<file path="src/hdl/assert_macros.svh">
// Assertion macros shared by the LCD timing controller modules.
// With SYNTHESIS defined they expand to nothing.
`ifndef ASSERT_MACROS_SVH
`define ASSERT_MACROS_SVH

`ifndef SYNTHESIS

`define LCDT_ASSERT_ALWAYS(label, clk, rst, cond) \
   label: assert property (@(posedge clk) disable iff (rst) (cond)) \
      else $error("LCD timing invariant violated");

`define LCDT_ASSERT_PROP(label, clk, rst, prop) \
   label: assert property (@(posedge clk) disable iff (rst) prop) \
      else $error("LCD timing property violated");

`else

`define LCDT_ASSERT_ALWAYS(label, clk, rst, cond)

`define LCDT_ASSERT_PROP(label, clk, rst, prop)

`endif

`endif

</file>
<file path="src/hdl/lcdt_pkg.sv">
`default_nettype none

package lcdt_pkg;

   localparam int CNT_W  = 10;
   localparam int LINE_W = 8;
   localparam int CYC_W  = 8;

   localparam int LCDT_LINE_DOTS = 456;
   localparam int OAM_DOTS       = 80;
   localparam int VRAM_DOTS      = 172;

   localparam logic [LINE_W-1:0] VBLANK_LINE = 8'd144;
   localparam logic [LINE_W-1:0] LAST_LINE   = 8'd153;

   typedef enum logic [1:0] {
      MODE_HBLANK = 2'd0,
      MODE_VBLANK = 2'd1,
      MODE_OAM    = 2'd2,
      MODE_VRAM   = 2'd3
   } lcdt_mode_type;

   typedef struct packed {
      logic [CYC_W-1:0]  elapsed_cycles;
      logic              lcd_enable;
      logic [LINE_W-1:0] line_compare;
      logic              hblank_irq_enable;
      logic              vblank_mode_irq_enable;
      logic              oam_irq_enable;
      logic              coincidence_irq_enable;
   } lcdt_req_type;

   typedef struct packed {
      logic [LINE_W-1:0] current_line;
      lcdt_mode_type     video_mode;
      logic              coincidence_flag;
      logic              stat_irq;
      logic              vblank_irq;
      logic              draw_line_request;
   } lcdt_rsp_type;

endpackage

`default_nettype wire

</file>
<file path="src/hdl/lcdt_core.sv">
`default_nettype none

`include "assert_macros.svh"

module lcdt_core
   import lcdt_pkg::*;
#(
   parameter int LINE_DOTS = LCDT_LINE_DOTS
) (
   input  wire logic         clock,
   input  wire logic         reset,
   input  wire logic         accept,
   input  wire lcdt_req_type req,
   output lcdt_rsp_type      rsp
);

   localparam logic [CNT_W-1:0] RELOAD     = CNT_W'(LINE_DOTS);
   localparam logic [CNT_W-1:0] OAM_BOUND  = CNT_W'(LINE_DOTS - OAM_DOTS);
   localparam logic [CNT_W-1:0] VRAM_BOUND = CNT_W'(LINE_DOTS - OAM_DOTS - VRAM_DOTS);

   logic [CNT_W-1:0]  cnt_ff, cnt_in;
   logic [LINE_W-1:0] line_ff, line_in;
   lcdt_mode_type     mode_ff, mode_in;
   logic              coin_ff, coin_in;

   logic [LINE_W-1:0] line_inc;
   logic [CNT_W-1:0]  cycles;
   lcdt_mode_type     mode_new;
   logic              mode_en;

   assign line_inc = line_ff + 8'd1;
   assign cycles   = {{(CNT_W-CYC_W){1'b0}}, req.elapsed_cycles};

   always_comb begin
      cnt_in   = cnt_ff;
      line_in  = line_ff;
      mode_in  = mode_ff;
      coin_in  = coin_ff;
      mode_new = MODE_HBLANK;
      mode_en  = 1'b0;
      rsp.stat_irq          = 1'b0;
      rsp.vblank_irq        = 1'b0;
      rsp.draw_line_request = 1'b0;

      if (!req.lcd_enable) begin
         cnt_in  = RELOAD;
         line_in = '0;
         mode_in = MODE_VBLANK;
      end else begin
         priority if (line_ff >= VBLANK_LINE) begin
            mode_new = MODE_VBLANK;
            mode_en  = req.vblank_mode_irq_enable;
         end else if (cnt_ff >= OAM_BOUND) begin
            mode_new = MODE_OAM;
            mode_en  = req.oam_irq_enable;
         end else if (cnt_ff >= VRAM_BOUND) begin
            mode_new = MODE_VRAM;
            mode_en  = 1'b0;
         end else begin
            mode_new = MODE_HBLANK;
            mode_en  = req.hblank_irq_enable;
         end
         mode_in = mode_new;
         coin_in = (line_ff == req.line_compare);
         rsp.stat_irq = (mode_en && (mode_new != mode_ff))
                        || (coin_in && req.coincidence_irq_enable);

         if (cnt_ff <= cycles) begin
            cnt_in = RELOAD;
            priority if (line_inc == VBLANK_LINE) begin
               line_in        = line_inc;
               rsp.vblank_irq = 1'b1;
            end else if (line_inc > LAST_LINE) begin
               line_in = '0;
            end else begin
               line_in               = line_inc;
               rsp.draw_line_request = (line_inc < VBLANK_LINE);
            end
         end else begin
            cnt_in = cnt_ff - cycles;
         end
      end

      rsp.current_line     = line_in;
      rsp.video_mode       = mode_in;
      rsp.coincidence_flag = coin_in;
   end

   always_ff @(posedge clock) begin
      if (reset) begin
         cnt_ff  <= RELOAD;
         line_ff <= '0;
         mode_ff <= MODE_HBLANK;
         coin_ff <= 1'b0;
      end else if (accept) begin
         cnt_ff  <= cnt_in;
         line_ff <= line_in;
         mode_ff <= mode_in;
         coin_ff <= coin_in;
      end
   end

   `LCDT_ASSERT_PROP(a_disable_reload, clock, reset,
      (accept && !req.lcd_enable) |=> (line_ff == '0 && cnt_ff == RELOAD && mode_ff == MODE_VBLANK))
   `LCDT_ASSERT_PROP(a_vblank_line, clock, reset,
      (accept && rsp.vblank_irq) |=> (line_ff == VBLANK_LINE && cnt_ff == RELOAD))
   `LCDT_ASSERT_PROP(a_hold_idle, clock, reset,
      !accept |=> ($stable(line_ff) && $stable(cnt_ff) && $stable(mode_ff)))

endmodule

`default_nettype wire

</file>
<file path="src/hdl/lcd_mode_timing_controller_unit.sv">
// LCD mode timing controller: one result per accepted request.
// The result is registered in the main output register, or first in the skid register while the output stalls.
// Throughput: one request per cycle while the skid register is empty; a skid register keeps req_ready registered.
// Reset: the line countdown reloads to LINE_DOTS, line, mode and coincidence clear,
// and both output registers are emptied.
`default_nettype none

`include "assert_macros.svh"

module lcd_mode_timing_controller_unit
   import lcdt_pkg::*;
#(
   parameter int LINE_DOTS = LCDT_LINE_DOTS
) (
   input  wire logic              clock,
   input  wire logic              reset,
   input  wire logic              req_valid,
   output logic                   req_ready,
   input  wire logic [CYC_W-1:0]  req_elapsed_cycles,
   input  wire logic              req_lcd_enable,
   input  wire logic [LINE_W-1:0] req_line_compare,
   input  wire logic              req_hblank_irq_enable,
   input  wire logic              req_vblank_mode_irq_enable,
   input  wire logic              req_oam_irq_enable,
   input  wire logic              req_coincidence_irq_enable,
   output logic                   rsp_valid,
   input  wire logic              rsp_ready,
   output logic [LINE_W-1:0]      rsp_current_line,
   output logic [1:0]             rsp_video_mode,
   output logic                   rsp_coincidence_flag,
   output logic                   rsp_stat_irq,
   output logic                   rsp_vblank_irq,
   output logic                   rsp_draw_line_request
);

   lcdt_req_type req;
   lcdt_rsp_type step_rsp;
   lcdt_rsp_type main_ff, skid_ff;
   logic         main_valid_ff, skid_valid_ff;
   logic         accept, drain;

   assign req.elapsed_cycles         = req_elapsed_cycles;
   assign req.lcd_enable             = req_lcd_enable;
   assign req.line_compare           = req_line_compare;
   assign req.hblank_irq_enable      = req_hblank_irq_enable;
   assign req.vblank_mode_irq_enable = req_vblank_mode_irq_enable;
   assign req.oam_irq_enable         = req_oam_irq_enable;
   assign req.coincidence_irq_enable = req_coincidence_irq_enable;

   assign req_ready = !skid_valid_ff;
   assign accept    = req_valid && req_ready;
   assign drain     = !main_valid_ff || rsp_ready;

   lcdt_core #(
      .LINE_DOTS(LINE_DOTS)
   ) u_core (
      .clock  (clock),
      .reset  (reset),
      .accept (accept),
      .req    (req),
      .rsp    (step_rsp)
   );

   always_ff @(posedge clock) begin
      if (reset) begin
         main_valid_ff <= 1'b0;
         skid_valid_ff <= 1'b0;
      end else if (drain) begin
         if (skid_valid_ff) begin
            main_valid_ff <= 1'b1;
            skid_valid_ff <= 1'b0;
         end else begin
            main_valid_ff <= accept;
         end
      end else if (accept) begin
         skid_valid_ff <= 1'b1;
      end
   end

   always_ff @(posedge clock) begin
      if (drain) begin
         main_ff <= skid_valid_ff ? skid_ff : step_rsp;
      end else if (accept) begin
         skid_ff <= step_rsp;
      end
   end

   assign rsp_valid             = main_valid_ff;
   assign rsp_current_line      = main_ff.current_line;
   assign rsp_video_mode        = main_ff.video_mode;
   assign rsp_coincidence_flag  = main_ff.coincidence_flag;
   assign rsp_stat_irq          = main_ff.stat_irq;
   assign rsp_vblank_irq        = main_ff.vblank_irq;
   assign rsp_draw_line_request = main_ff.draw_line_request;

   `LCDT_ASSERT_ALWAYS(a_skid_behind_main, clock, reset, !skid_valid_ff || main_valid_ff)
   `LCDT_ASSERT_PROP(a_stall_fills_skid, clock, reset,
      (accept && !drain) |=> (skid_valid_ff && main_valid_ff))
   `LCDT_ASSERT_PROP(a_skid_moves_up, clock, reset,
      (skid_valid_ff && rsp_ready) |=> (main_valid_ff && !skid_valid_ff))

endmodule

`default_nettype wire

</file>
<file path="config.mk">
export PLATFORM = sky130hd
export DESIGN_NAME = lcd_mode_timing_controller_unit
export DESIGN_NICKNAME = d
export VERILOG_FILES = /design/src/hdl/lcdt_pkg.sv /design/src/hdl/lcdt_core.sv /design/src/hdl/lcd_mode_timing_controller_unit.sv
export VERILOG_INCLUDE_DIRS = /design/src /design/src/hdl
export SDC_FILE = /design/constraint.sdc
export NUM_CORES = 1
export LEC_CHECK = 0
export BUFFER_PORTS_ARGS = -buffer_cell sky130_fd_sc_hd__buf_2
export CAP_MARGIN = 5
export CORE_MARGIN = 10
export CORE_UTILIZATION = 58
export CTS_CLUSTER_SIZE = 10
export DETAILED_ROUTE_END_ITERATION = 10
export GPL_TIMING_DRIVEN = 0
export HOLD_SLACK_MARGIN = 0.06
export PLACE_DENSITY = 0.77
export SETUP_SLACK_MARGIN = 0.15
export SYNTH_ARGS = -nofsm -noshare
export SYNTH_HDL_FRONTEND = slang
export SYNTH_SLANG_ARGS = --single-unit
</file>
<file path="constraint.sdc">
create_clock -name clock -period 3.3 [get_ports clock]
set_input_delay 0.66 -clock clock [delete_from_list [all_inputs] [get_ports clock]]
set_output_delay 0.66 -clock clock [all_outputs]
set_load 0.005 [all_outputs]
</file>
Yosys cells after proc, flatten, opt, wreduce, memory -nomap -nowiden
Index checks and enable logic that the tools add are counted.
Widths: inputs -> output; s select.
{"block": "word_totals", "regBits": 51, "wordCells": 62}
{"block": "classes", "addsub": 2, "n_lt_le_gt_ge": 6, "eq_ne": 3, "n_mux": 23, "n_bitwise": 1, "n_reduce_logical": 9}
{"cell": "$mux 8", "count": 4}
{"cell": "$mux 10", "count": 2}
{"cell": "$mux 14", "count": 1}
{"cell": "$mux 2", "count": 6}
{"cell": "$ge 10x8->1 const B", "count": 1}
{"cell": "$ge 10x9->1 const B", "count": 1}
{"cell": "$le 10x8->1", "count": 1}
{"cell": "$sub 10x8->10", "count": 1}
{"cell": "$mux 1", "count": 9}
{"cell": "$add 8x1->8 const B", "count": 1}
{"cell": "$eq 8x8->1", "count": 1}
{"cell": "$eq 8x8->1 const B", "count": 1}
{"cell": "$ge 8x8->1 const B", "count": 1}
{"cell": "$gt 8x8->1 const B", "count": 1}
{"cell": "$lt 8x8->1 const B", "count": 1}
{"cell": "$logic_and 1x1->1", "count": 3}
{"cell": "$mux 3", "count": 1}
{"cell": "$logic_not 1->1", "count": 2}
{"cell": "$logic_or 1x1->1", "count": 2}
{"cell": "$ne 2x2->1", "count": 1}
{"cell": "$reduce_and 2->1", "count": 1}
{"cell": "$reduce_or 2->1", "count": 1}
{"cell": "$not 1->1", "count": 1}

Depth between registers and ports, before layout
{"block": "depth", "ltp_word": 10, "depth_mapped": 11, "ltp_nobuf": 9}

Modules after synthesis
Synthesis repeated with hierarchy kept, for this count alone.
{"block": "unflattened", "cells_unflattened": 327, "area_unflattened_um2": 3154.3}
{"module": "lcdt_core", "instances": 1, "cells_per_inst": 274, "area_per_inst_um2": 2021.9, "seq_area_each_um2": 420.4}
{"module": "lcd_mode_timing_controller_unit", "instances": 1, "cells_per_inst": 53, "area_per_inst_um2": 1132.3, "seq_area_each_um2": 880.8}

Least setup slack after synthesis
No wires, ideal clock.
{"block": "synth_timing", "path_kind": "input port to flip-flop", "from": "input port req_elapsed_cycles[0]", "to": "register main_ff (netlist bit rsp_current_line[4]) (data pin)", "setup_time_ns": 0.152, "arrival_ns": 2.747, "t_required_ns": 3.148, "setup_slack_ns": 0.401, "cell_stages": 10, "path_buffers": 2, "cell_sequence": "ha_1 fa_1 nand2b_1 a211oi_1 o31a_1 o21a_1 buf_2 clkbuf_1 nand2_1 a31oi_1"}
{"block": "synth_between", "elab_chain_len": 4}
{"item": "from (decl)", "line_no": "lcd_mode_timing_controller_unit.sv:19", "rtl": "input wire logic [CYC_W-1:0] req_elapsed_cycles,"}
{"item": "$le 10x8->1", "line_no": "lcdt_core.sv:68", "rtl": "if (cnt_ff <= cycles) begin"}
{"item": "$mux 8", "line_no": "lcdt_core.sv:68"}
{"item": "$mux 8", "line_no": "lcdt_core.sv:45", "rtl": "if (!req.lcd_enable) begin"}
{"item": "$mux 14", "line_no": "lcd_mode_timing_controller_unit.sv:82", "rtl": "main_ff <= skid_valid_ff ? skid_ff : step_rsp;"}
{"item": "to (signal assigned)", "line_no": "lcd_mode_timing_controller_unit.sv:82"}
{"item": "to (decl)", "line_no": "lcd_mode_timing_controller_unit.sv:38", "rtl": "lcdt_rsp_type main_ff, skid_ff;"}
Every way passes these cells.
A chain may end at the register's enable or synchronous reset.

Final worst setup path
Ends and elaborated chain as after synthesis.

==> out/results.tsv <==
metric	value	unit
arrival time worst endpoint	3060	ps
n_diodes	0	
Syn-to-layout area delta	13.0	%
CTS Root Cell	clkbuf_8	
Critical Path RT	3440	ps
pre-CTS WS	-265	ps
RSZ-0062 raised after global routing	false	
crit path from	req_elapsed_cycles[0]	
leakage power	1.36	nW
commonest non-fill, non-tap cell in the layout	buf_2	
via count	2502	
register bit total from synthesis	51	
DIE HEIGHT	91.8	um
FILL cells	409	
Post-synth EDFFs	28	
routability congestion estimate from global placement	0.896	
Avg WL per Cell	15.0	um
Cell variety after synth	49	
critical-path cell list	buf_2 > ha_1 > fa_1 > nand2b_1 > a211oi_1 > o31a_1 > o21a_1 > buf_2 > nand2_1 > a31oi_1	
PD cells	394	nW/um^2
max frequency	343	MHz
Layout Skew	3.27	ps
post-synthesis cell count	324	
post-synthesis net count	361	
leading area contributor after synthesis	edfxtp_1	
core footprint	5040	sq um
sequential area share after synthesis	43.5	%
vias in the first global route	2391	
count of final setup violators	0	
Ys Warns	0	
R2R Setup Slk	470	ps
top cells by area, synth	edfxtp_1 28%, dfxtp_1 15%, nor2_1 4.6%	
VDD IR max	0.170	mV
Num CTS Buffers	5	
GRT Total Usage	15.6	%
Max-Cap Viols	0	
DIE AREA	8430	sq um
max-slew violation count	0	
later-pin clock latency in the skew report	300	ps
DRC errors left	0	
outcome	completed	
cell row count	26	
layout cells sized above 1	18.6	%
# IOs	41	
Starting DRT DRC Count	151	
endpoints failing hold	0	
Crit. End Element	flip-flop	
Max stage delay cell, worst path	fa_1	
H-tree lvl count	2	
commonest non-fill, non-tap cells in the layout	42 x buf_2, 37 x nor2_1, 30 x nand2_1	
fin worst setup slack	383	ps
Tcrit/Tclk final	88.4	%
slew of the pin with the lowest slew margin	1120	ps
top-area cell type share of the netlist area	28.1	%
main flop type after synthesis	edfxtp_1	
average via count per standard cell	5.69	
CTS Buffer Depth	2	
initial antenna violation count	0	
gr ovfl total	0	
fin util	67.1	%
first-pass GRT wire length	11200	um
reg2reg start	u_core.cnt_ff[0]	
Slew headroom	24.8	%
Async SR Flop Fraction	0	%
syn_area_per_cell	9.24	sq um
HP Class	flip-flop to flip-flop	
placed wire-length estimate	5070	um
clock slew at reported path FFs	90	ps
most used cell along the critical path	buf_2	
fin crit period	2920	ps
clk sinks	51	
Worst path max stage delay	380	ps
IO Port Bufs	39	
post-route ant nets	0	
Setup Fix Bufs, Post-CTS	0	
worst-path fanout max	19	
Cell Area, Synth	2990	sq um
1st-pass router iterations	4	
Horiz. Die Dim	91.8	um
hold path start	u_core.mode_ff[0]	
Initial Util	59.4	%
fin nets	406	
largest net degree at the start of global routing	20	
# hold bufs at CTS	0	
Critical Path Source Type	input port	
crit path kind	input port to flip-flop	
CTS tree	yes	
routed wire length	6600	um
[stage by stage]
stage	total power [mW]	setup TNS (ps)	instances	hold slack [ps]	cell area, sq um
4_1_cts	1.34	0	440	489	3380
3_3_place_gp	0.909	-1460	433	467	3280
6_report	1.33	0	440	489	3380
3_5_place_dp	0.913	-1570	433	475	3280
5_1_grt	1.39	0	440	521	3380
2_1_floorplan	0.850	0	324	446	2990
[metal layers]
metal | vias up | GRT usage [%] | share of wire, %
li1 | 1256 | - | -
met2 | 70 | 24.9 | 45
met5 | - | 0 | 0
met3 | 6 | 3.50 | 6.4
met1 | 1170 | 20.5 | 47
met4 | 0 | 4.76 | 1.2
[area by class of cell]
class / instances / area, sq um / share of cell area (%)
sequential: 51 / 1300 / 38.5
clock inverter: 2 / 37.5 / 1.11
tap: 70 / 87.6 / 2.59
clock buffer: 6 / 72.6 / 2.15
multi-input combinational: 241 / 1560 / 46.1
timing repair buffer: 39 / 195 / 5.77
buffer: 16 / 71.3 / 2.11
inverter: 15 / 56.3 / 1.66
[cells in the mapped netlist (2+ instances only)]
cell type	n
a22o_1	3
or2_2	2
buf_4	2
nand3_1	7
a21oi_1	19
nand4_1	9
nand2_1	30
mux2_4	2
clkbuf_1	12
a211oi_1	5
inv_1	14
a21o_1	4
edfxtp_1	28
o31ai_1	5
xor2_1	4
or3_1	3
o21a_1	3
a22oi_1	2
xnor2_1	11
nor3_1	9
buf_2	3
ha_1	11
o21ai_0	24
mux2_2	9
nand2b_1	5
nor2b_1	6
and2_1	3
o21bai_1	3
nor2_1	37
dfxtp_1	23
o31a_1	2
a31oi_1	7
[where the power goes]
group | total [mW] | internal, mW | switching, mW
logic | 0.188 | 0.0814 | 0.107
clock network | 0.434 | 0.226 | 0.207
registers | 0.709 | 0.696 | 0.0133
[worst paths after layout]
kind / endpoint / cells after the start
setup reg to reg: rsp_current_line[4] / 10
hold reg to reg: u_core.mode_ff[0] / 2
setup / recovery: rsp_current_line[4] / 10
hold / removal: u_core.mode_ff[0] / 2
[flip-flops by register name (all words and copies together) (netlist names)]
register	flops
rsp_stat_irq	1
skid_ff	14
u_core.coin_ff	1
u_core.mode_ff	2
skid_valid_ff	1
rsp_coincidence_flag	1
rsp_current_line	8
rsp_draw_line_request	1
u_core.line_ff	8
rsp_vblank_irq	1
rsp_video_mode	2
rsp_valid	1
u_core.cnt_ff	10
[worst max-delay path: cells and delay by family]
family          cells  cell delay (ps)
simple gates        2              320
fa+ha+maj           2              590
buf+inv             2              480
compound gates      4             1000
[timing repair]
action | in CTS | in global routing
endpoints found under the hold margin | 0 | 0
setup endpoints to repair | 4 | 0
resized for setup | 0 | 0
[cells by family after synthesis]
family / share of synthesized area [%]
AO/OA/AOI/OAI: 19.0
XOR/XNOR: 4.39
adder cells (fa/ha/maj): 5.27
buffers and inverters: 4.39
flip-flops: 43.5
multiplexers: 4.39
AND/OR/NAND/NOR: 19.1
No activity file was read; power rests on OpenSTA's default activity.
